===== config.mk =====
export PLATFORM = sky130hd
export DESIGN_NAME = sensor_frame_builder_crc16
export DESIGN_NICKNAME = d
export VERILOG_FILES = /design/src/rtl/sfb_pkg.sv /design/src/rtl/sfb_front.sv /design/src/rtl/sfb_queue.sv /design/src/rtl/sfb_back.sv /design/src/rtl/sensor_frame_builder_crc16.sv
export VERILOG_INCLUDE_DIRS = /design/src /design/src/rtl
export SDC_FILE = /design/constraint.sdc
export NUM_CORES = 1
export LEC_CHECK = 0
export BUFFER_PORTS_ARGS = -buffer_cell sky130_fd_sc_hd__buf_2
export CAP_MARGIN = 10
export CORE_UTILIZATION = 30
export CTS_BUF_LIST = sky130_fd_sc_hd__clkbuf_16
export DETAILED_ROUTE_END_ITERATION = 10
export PLACE_DENSITY = 0.51
export SLEW_MARGIN = 20
export SYNTH_ARGS = -nofsm -noshare
export SYNTH_HDL_FRONTEND = slang
export SYNTH_SLANG_ARGS = --single-unit

===== constraint.sdc =====
create_clock -name clk -period 18.18 [get_ports clk]
set_input_delay 0.909 -clock clk [delete_from_list [all_inputs] [get_ports clk]]
set_output_delay 0.909 -clock clk [all_outputs]
set_load 0.02 [all_outputs]

===== src/rtl/assert_macros.svh =====
// Assertion macros shared by the queue and back-end RTL modules of the sensor frame builder.
`ifndef ASSERT_MACROS_SVH
`define ASSERT_MACROS_SVH

// The consequent must hold in the same cycle as the antecedent.
`define SFB_ASSERT_SAME(label, clk, rst, ante, cons, msg) \
  label: assert property (@(posedge clk) disable iff (rst) (ante) |-> (cons)) \
    else $error(msg);

// The consequent must hold in the cycle after the antecedent.
`define SFB_ASSERT_NEXT(label, clk, rst, ante, cons, msg) \
  label: assert property (@(posedge clk) disable iff (rst) (ante) |=> (cons)) \
    else $error(msg);

`endif


===== src/rtl/sfb_pkg.sv =====
// Types, constants and the CRC step function of the sensor frame builder.
package sfb_pkg;

  // One measurement set as it arrives.
  typedef struct packed {
    logic        [15:0] co2_ppm;
    logic signed [15:0] scd_temp;
    logic        [15:0] scd_humidity;
    logic signed [15:0] baro_temp;
    logic        [16:0] baro_pressure;
    logic               gas_ok;
    logic               baro_ok;
  } sample_t;

  // One frame byte as it leaves.
  typedef struct packed {
    logic [7:0] frame_byte;
    logic       last_byte;
  } result_t;

  localparam int PAYLOAD_BYTES = 12;
  localparam int HEADER_BYTES  = 5;
  localparam int CRC_SPAN      = HEADER_BYTES + PAYLOAD_BYTES;
  localparam int FRAME_BYTES   = CRC_SPAN + 2;
  localparam int IDX_W         = $clog2(FRAME_BYTES);
  localparam int PSEL_W        = $clog2(PAYLOAD_BYTES);
  localparam int QUEUE_DEPTH   = 2;

  // Payload byte 0 is frame byte 5.
  typedef logic [PAYLOAD_BYTES-1:0][7:0] payload_t;

  // Queue status seen by the front and the back.
  typedef struct packed {
    logic empty;
    logic full;
  } queue_status_t;

  localparam logic [7:0]  HDR_SYNC0   = 8'hDE;
  localparam logic [7:0]  HDR_SYNC1   = 8'hAD;
  localparam logic [7:0]  HDR_SYNC2   = 8'hFF;
  localparam logic [7:0]  HDR_TYPE    = 8'h09;
  localparam logic [7:0]  PAYLOAD_LEN = 8'h0C;
  localparam logic [7:0]  FILL_BYTE   = 8'hFF;
  localparam logic [15:0] CRC_POLY    = 16'hA001;
  localparam logic [15:0] CRC_INIT    = 16'hFFFF;

  // One byte of the reflected Modbus CRC, eight bit steps.
  function automatic logic [15:0] crc_byte(input logic [15:0] crc_in,
                                           input logic [7:0]  data);
    logic [15:0] c;
    c = crc_in ^ {8'h00, data};
    for (int k = 0; k < 8; k++) begin
      if (c[0]) begin
        c = (c >> 1) ^ CRC_POLY;
      end else begin
        c = c >> 1;
      end
    end
    return c;
  endfunction

endpackage


===== src/rtl/sfb_front.sv =====
// Front end: takes a measurement set and lays out the frame payload.
module sfb_front
  import sfb_pkg::*;
(
  input  logic          start,
  input  sample_t       sample,
  input  queue_status_t q_status,
  output logic          busy,
  output logic          push,
  output payload_t      payload
);

  // A transfer happens whenever start is high and the queue has room.
  assign busy = q_status.full;
  assign push = start && !q_status.full;

  // Big-endian layout; a failed sensor sends fill bytes.
  always_comb begin
    payload = '0;
    if (sample.gas_ok) begin
      payload[0] = sample.co2_ppm[15:8];
      payload[1] = sample.co2_ppm[7:0];
      payload[2] = sample.scd_temp[15:8];
      payload[3] = sample.scd_temp[7:0];
      payload[4] = sample.scd_humidity[15:8];
      payload[5] = sample.scd_humidity[7:0];
    end else begin
      for (int i = 0; i < 6; i++) begin
        payload[i] = FILL_BYTE;
      end
    end
    if (sample.baro_ok) begin
      payload[6]  = sample.baro_temp[15:8];
      payload[7]  = sample.baro_temp[7:0];
      payload[8]  = 8'h00;
      payload[9]  = {7'h00, sample.baro_pressure[16]};
      payload[10] = sample.baro_pressure[15:8];
      payload[11] = sample.baro_pressure[7:0];
    end else begin
      for (int i = 6; i < PAYLOAD_BYTES; i++) begin
        payload[i] = FILL_BYTE;
      end
    end
  end

endmodule


===== src/rtl/sfb_queue.sv =====
// Short queue of laid-out payloads between the front and the back.
`include "assert_macros.svh"
module sfb_queue
  import sfb_pkg::*;
(
  input  logic          clk,
  input  logic          rst,
  input  logic          push,
  input  payload_t      push_data,
  input  logic          pop,
  output payload_t      pop_data,
  output queue_status_t status
);

  localparam int PTR_W = $clog2(QUEUE_DEPTH);
  localparam int CNT_W = $clog2(QUEUE_DEPTH + 1);

  payload_t               entries [QUEUE_DEPTH];
  logic     [PTR_W-1:0]   wr_ptr;
  logic     [PTR_W-1:0]   rd_ptr;
  logic     [CNT_W-1:0]   count;

  assign status.empty = (count == '0);
  assign status.full  = (count == CNT_W'(QUEUE_DEPTH));
  assign pop_data     = entries[rd_ptr];

  // Pointers and fill count.
  always_ff @(posedge clk) begin
    if (rst) begin
      wr_ptr <= '0;
      rd_ptr <= '0;
      count  <= '0;
    end else begin
      if (push) begin
        wr_ptr <= (wr_ptr == PTR_W'(QUEUE_DEPTH - 1)) ? '0 : wr_ptr + 1'b1;
      end
      if (pop) begin
        rd_ptr <= (rd_ptr == PTR_W'(QUEUE_DEPTH - 1)) ? '0 : rd_ptr + 1'b1;
      end
      if (push && !pop) begin
        count <= count + 1'b1;
      end else if (pop && !push) begin
        count <= count - 1'b1;
      end
    end
  end

  // Entry storage.
  always_ff @(posedge clk) begin
    if (push) begin
      entries[wr_ptr] <= push_data;
    end
  end

  `SFB_ASSERT_SAME(a_no_push_full, clk, rst, push, !status.full, "push into full queue")
  `SFB_ASSERT_SAME(a_no_pop_empty, clk, rst, pop, !status.empty, "pop from empty queue")
  `SFB_ASSERT_SAME(a_count_range, clk, rst, 1'b1, count <= CNT_W'(QUEUE_DEPTH),
                   "queue count out of range")

endmodule


===== src/rtl/sfb_back.sv =====
// Back end: serializes one frame a byte per cycle and appends the CRC.
`include "assert_macros.svh"
module sfb_back
  import sfb_pkg::*;
(
  input  logic          clk,
  input  logic          rst,
  input  queue_status_t q_status,
  input  payload_t      q_data,
  output logic          pop,
  output logic          strobe,
  output result_t       result
);

  localparam logic [IDX_W-1:0] LAST_IDX = IDX_W'(FRAME_BYTES - 1);
  localparam logic [IDX_W-1:0] CRC_LO   = IDX_W'(CRC_SPAN);
  localparam logic [IDX_W-1:0] PAY_IDX  = IDX_W'(HEADER_BYTES);

  logic                active;
  logic [IDX_W-1:0]    idx;
  logic [15:0]         crc;
  payload_t            frame;
  logic [7:0]          cur_byte;
  logic [PSEL_W-1:0]   pay_sel;
  logic                load;

  // A new frame starts, if the queue holds one, when idle or on the last byte of the current one.
  assign load = !active || (idx == LAST_IDX);
  assign pop  = load && !q_status.empty;

  assign pay_sel = PSEL_W'(idx - PAY_IDX);

  // Byte for the current position.
  always_comb begin
    case (idx)
      IDX_W'(0): cur_byte = HDR_SYNC0;
      IDX_W'(1): cur_byte = HDR_SYNC1;
      IDX_W'(2): cur_byte = HDR_SYNC2;
      IDX_W'(3): cur_byte = HDR_TYPE;
      IDX_W'(4): cur_byte = PAYLOAD_LEN;
      CRC_LO:    cur_byte = crc[7:0];
      LAST_IDX:  cur_byte = crc[15:8];
      default:   cur_byte = frame[pay_sel];
    endcase
  end

  // Sequencing, CRC and the output strobe.
  always_ff @(posedge clk) begin
    if (rst) begin
      active <= 1'b0;
      idx    <= '0;
      crc    <= CRC_INIT;
      strobe <= 1'b0;
    end else begin
      strobe <= active;
      if (pop) begin
        active <= 1'b1;
        idx    <= '0;
        crc    <= CRC_INIT;
      end else if (active && idx == LAST_IDX) begin
        active <= 1'b0;
      end else if (active) begin
        idx <= idx + 1'b1;
        if (idx < CRC_LO) begin
          crc <= crc_byte(crc, cur_byte);
        end
      end
    end
  end

  // Payload hold and output register.
  always_ff @(posedge clk) begin
    if (pop) begin
      frame <= q_data;
    end
    result.frame_byte <= cur_byte;
    result.last_byte  <= active && (idx == LAST_IDX);
  end

  `SFB_ASSERT_SAME(a_last_has_strobe, clk, rst, result.last_byte, strobe,
                   "last byte flagged without strobe")
  `SFB_ASSERT_NEXT(a_frame_unbroken, clk, rst, active && idx != LAST_IDX,
                   active && idx == $past(idx) + 1'b1, "frame interrupted")
  `SFB_ASSERT_NEXT(a_next_frame_header, clk, rst, strobe && result.last_byte,
                   !strobe || result.frame_byte == HDR_SYNC0,
                   "frame after last byte does not open with header")

endmodule


===== src/rtl/sensor_frame_builder_crc16.sv =====
// Top level of the sensor frame builder with Modbus CRC16.
//
// Channel   Direction  Handshake                     Payload
// sample    in         start high, busy low          sample_t (one measurement set)
// result    out        strobe high for one cycle     result_t (one frame byte)
//
// Each measurement set gives 19 bytes on consecutive cycles, one per cycle, set by the
// byte serializer in the back end; frames follow with no gap while a set is queued.
// Each set is registered in the queue, then the serializer, then the output register.
// A two-entry queue holds sets waiting for the serializer; busy is high when it is full.
// Reset clears the queue and the serializer; no clearing pass is needed.
// The receiver cannot stall; every byte is shown for exactly one cycle.
module sensor_frame_builder_crc16
  import sfb_pkg::*;
(
  input  logic    clk,
  input  logic    rst,
  input  logic    start,
  input  sample_t sample,
  output logic    busy,
  output logic    strobe,
  output result_t result
);

  queue_status_t q_status;
  logic          push;
  logic          pop;
  payload_t      push_data;
  payload_t      pop_data;

  sfb_front u_front (
    .start    (start),
    .sample   (sample),
    .q_status (q_status),
    .busy     (busy),
    .push     (push),
    .payload  (push_data)
  );

  sfb_queue u_queue (
    .clk       (clk),
    .rst       (rst),
    .push      (push),
    .push_data (push_data),
    .pop       (pop),
    .pop_data  (pop_data),
    .status    (q_status)
  );

  sfb_back u_back (
    .clk      (clk),
    .rst      (rst),
    .q_status (q_status),
    .q_data   (pop_data),
    .pop      (pop),
    .strobe   (strobe),
    .result   (result)
  );

endmodule


==> run metrics <==
Synth Area per Inst 16.0 um2; Area Overhead vs Synth 16.8%; Hold Buf Count CTS 0; ys flop type edfxtp_1; Slew Limit Fails 0; Die Wd 198 um; Post-synth EDFFs 246; register area share after synthesis 70.1%; Clock Latency Late Sink 0.57 ns; leading area contributor after synthesis edfxtp_1; CTS sink count 282; Startpoint Class flop; initial antenna violation count 0; initial core utilization 30.6%; Total GRT Usage 12.1%; Tmin final 4.03 ns; Detailed Route WL 23400 um; worst hold-check path type reg2reg; first-pass GRT wire length 36000 um; pwr dens 155 nW/um2; Post-CTS Resized 0; Setup Skew 0.0357 ns; clock slew at reported path FFs 0.06 ns; Rel. slew slack 29.4%; slowest stage delay, CP 0.63 ns; # port buffers 96; Synth Warn # 0; cells on worst reg2reg path 11; Via density 4.37; GRT busiest layer met2; FMAX 0.248 GHz; Vias 5931; post-route ant nets 0; post-DP HPWL 15600 um; Cell Chain, Critical Path inv_1 > ha_1 > xnor2_2 > mux4_1 > nand2_1 > a21oi_1 > a311oi_1 > xor3_2 > xnor3_2 > xnor3_1 > o211ai_1; vias in the first global route 6035; worst path required time 18.63 ns; hold path depth 2; status complete, no violations; Crit. End Element flop; M2 GR Usage 19.0%; top cell type's share of synthesized area 63.9%; Design Area, Final 13500 um2; per-cell routed wire length 17.3 um; Synth area leaders edfxtp_1, mux2_2, dfxtp_1; Iteration-0 DRC Markers 300; CTS buffer count 30; fin crit share 22.2%; share of cells above drive strength 1 30.2%; fin util 35.7%; Max rail drop VDD 0.0851 mV; final hold violation count 0; core footprint 37800 um2; grt total ovfl 0; pin count of the biggest net entering global routing 72; Nets 917; ant diodes 0; slowest CP cell a311oi_1; Worst-Margin Slew 1.06 ns; Crit Path Class reg2reg; Placement Cell Area 12600 um2; met3 usage 1.85%; unrepaired setup endpoints after global routing false; CTS tree built; Post-synth top cells edfxtp_1, nand2b_1, mux2_2, nand2_1, dfxtp_1; WP data arrival 4.48 ns; P_leak 4.56 nW; remaining routing DRC violations 0; Setup TNS 0 ns; # rows 71; maxcap violations 0; crit-path max FO 13; met1 Use GR 17.4%; Die ar. 39400 um2; die height 198 um; Pre-Repair DR Iteration Count 4; Synth Register Bits 282; CTS H-tree lvls 1; GPL Wtd Cong 0.867; most numerous cell in the Yosys netlist edfxtp_1; Post-synth ARST share 0%; Final Power 2.10 mW; Yosys cell types 57; synthesized cell area 11600 um2; I/O pin cnt 97; Setup violations, final 0; # Post-CTS Setup Buffers 0; CTS Root Cell clkbuf_16; Post-Syn Instances 721; syn nets 813; CTS max path bufs 3
==> sequential cells by signal, summed over array words and instances, names as in the netlist, 2 cells and up <==
register         count
u_back.crc          16
u_back.result        9
u_queue.entries    164
u_queue.count        2
u_back.frame        82
u_back.idx           5
==> logic make-up (layout without fill, tap and decap cells) <==
kind of cell,after synthesis,after routing,share of synthesized area [%]
flops,282,282,70.1
simple gates,190,190,8.68
mux,114,114,12.5
compound gates,55,55,3.36
buf+inv,43,169,1.60
xor+xnor,31,31,3.15
fa+ha+maj,6,6,0.649
==> per-layer routing <==
metal  part of all wire (%)  routed length [um]
met2                     46               10800
met5                      0                   0
met3                    3.4                 799
met1                     48               11400
met4                    2.2                 527
==> per-stage QoR <==
step	std cells	hold slack, ns	setup slack, ns
floorplan	721	0.443	11.67
global placement	1304	0.491	14.35
detailed placement	1304	0.495	14.23
CTS	1358	0.508	14.16
global route	1358	0.529	13.89
finish	1358	0.507	14.15
==> final timing paths <==
| kind | slack [ns] | from | end |
|---|---|---|---|
| min | 0.51 | u_queue.count[1] | u_queue.count[1] |
| min reg2reg | 0.51 | u_queue.count[1] | u_queue.count[1] |
| max reg2reg | 14.15 | u_back.idx[1] | u_back.crc[0] |
| max | 14.15 | u_back.idx[1] | u_back.crc[0] |
==> layout by cell type (no fill, tap or decap), types with 11 or more instances in the layout <==
master / count
mux2i_1: 16
o211ai_1: 12
xnor2_1: 15
dfxtp_1: 35
edfxtp_1: 246
a21oi_1: 11
mux2_2: 82
clkbuf_16: 30
nand3_1: 12
inv_1: 11
clkinv_1: 11
nand2_1: 53
buf_2: 96
nor2_1: 12
nand2b_1: 84
==> layout make-up <==
type	instances	area [um2]
Inverter	12	45.0
Clock buffer	30	751
Timing Repair Buffer	103	533
Multi-Input combinational cell	396	3300
Clock inverter	24	136
Tap cell	511	639
Fill cell	3708	24300
Sequential cell	282	8110
==> power breakdown <==
group	internal, mW	leakage (nW)	switching (mW)
clock network	0.299	0.442	0.243
logic	0.272	1.62	0.323
registers	0.896	2.50	0.0619
total	1.47	4.56	0.628
==> critical path, delay by kind of cell (launching register included) <==
| family | cells | cell delay, ns |
|---|---|---|
| flip-flops | 1 | 0.44 |
| adder cells (fa/ha/maj) | 1 | 0.29 |
| XOR/XNOR | 4 | 1.69 |
| multiplexers | 1 | 0.40 |
| AO/OA/AOI/OAI | 3 | 0.88 |
| AND/OR/NAND/NOR | 1 | 0.10 |
| buffers and inverters | 1 | 0.12 |
Note: power is estimated with default switching activity, not from simulation.
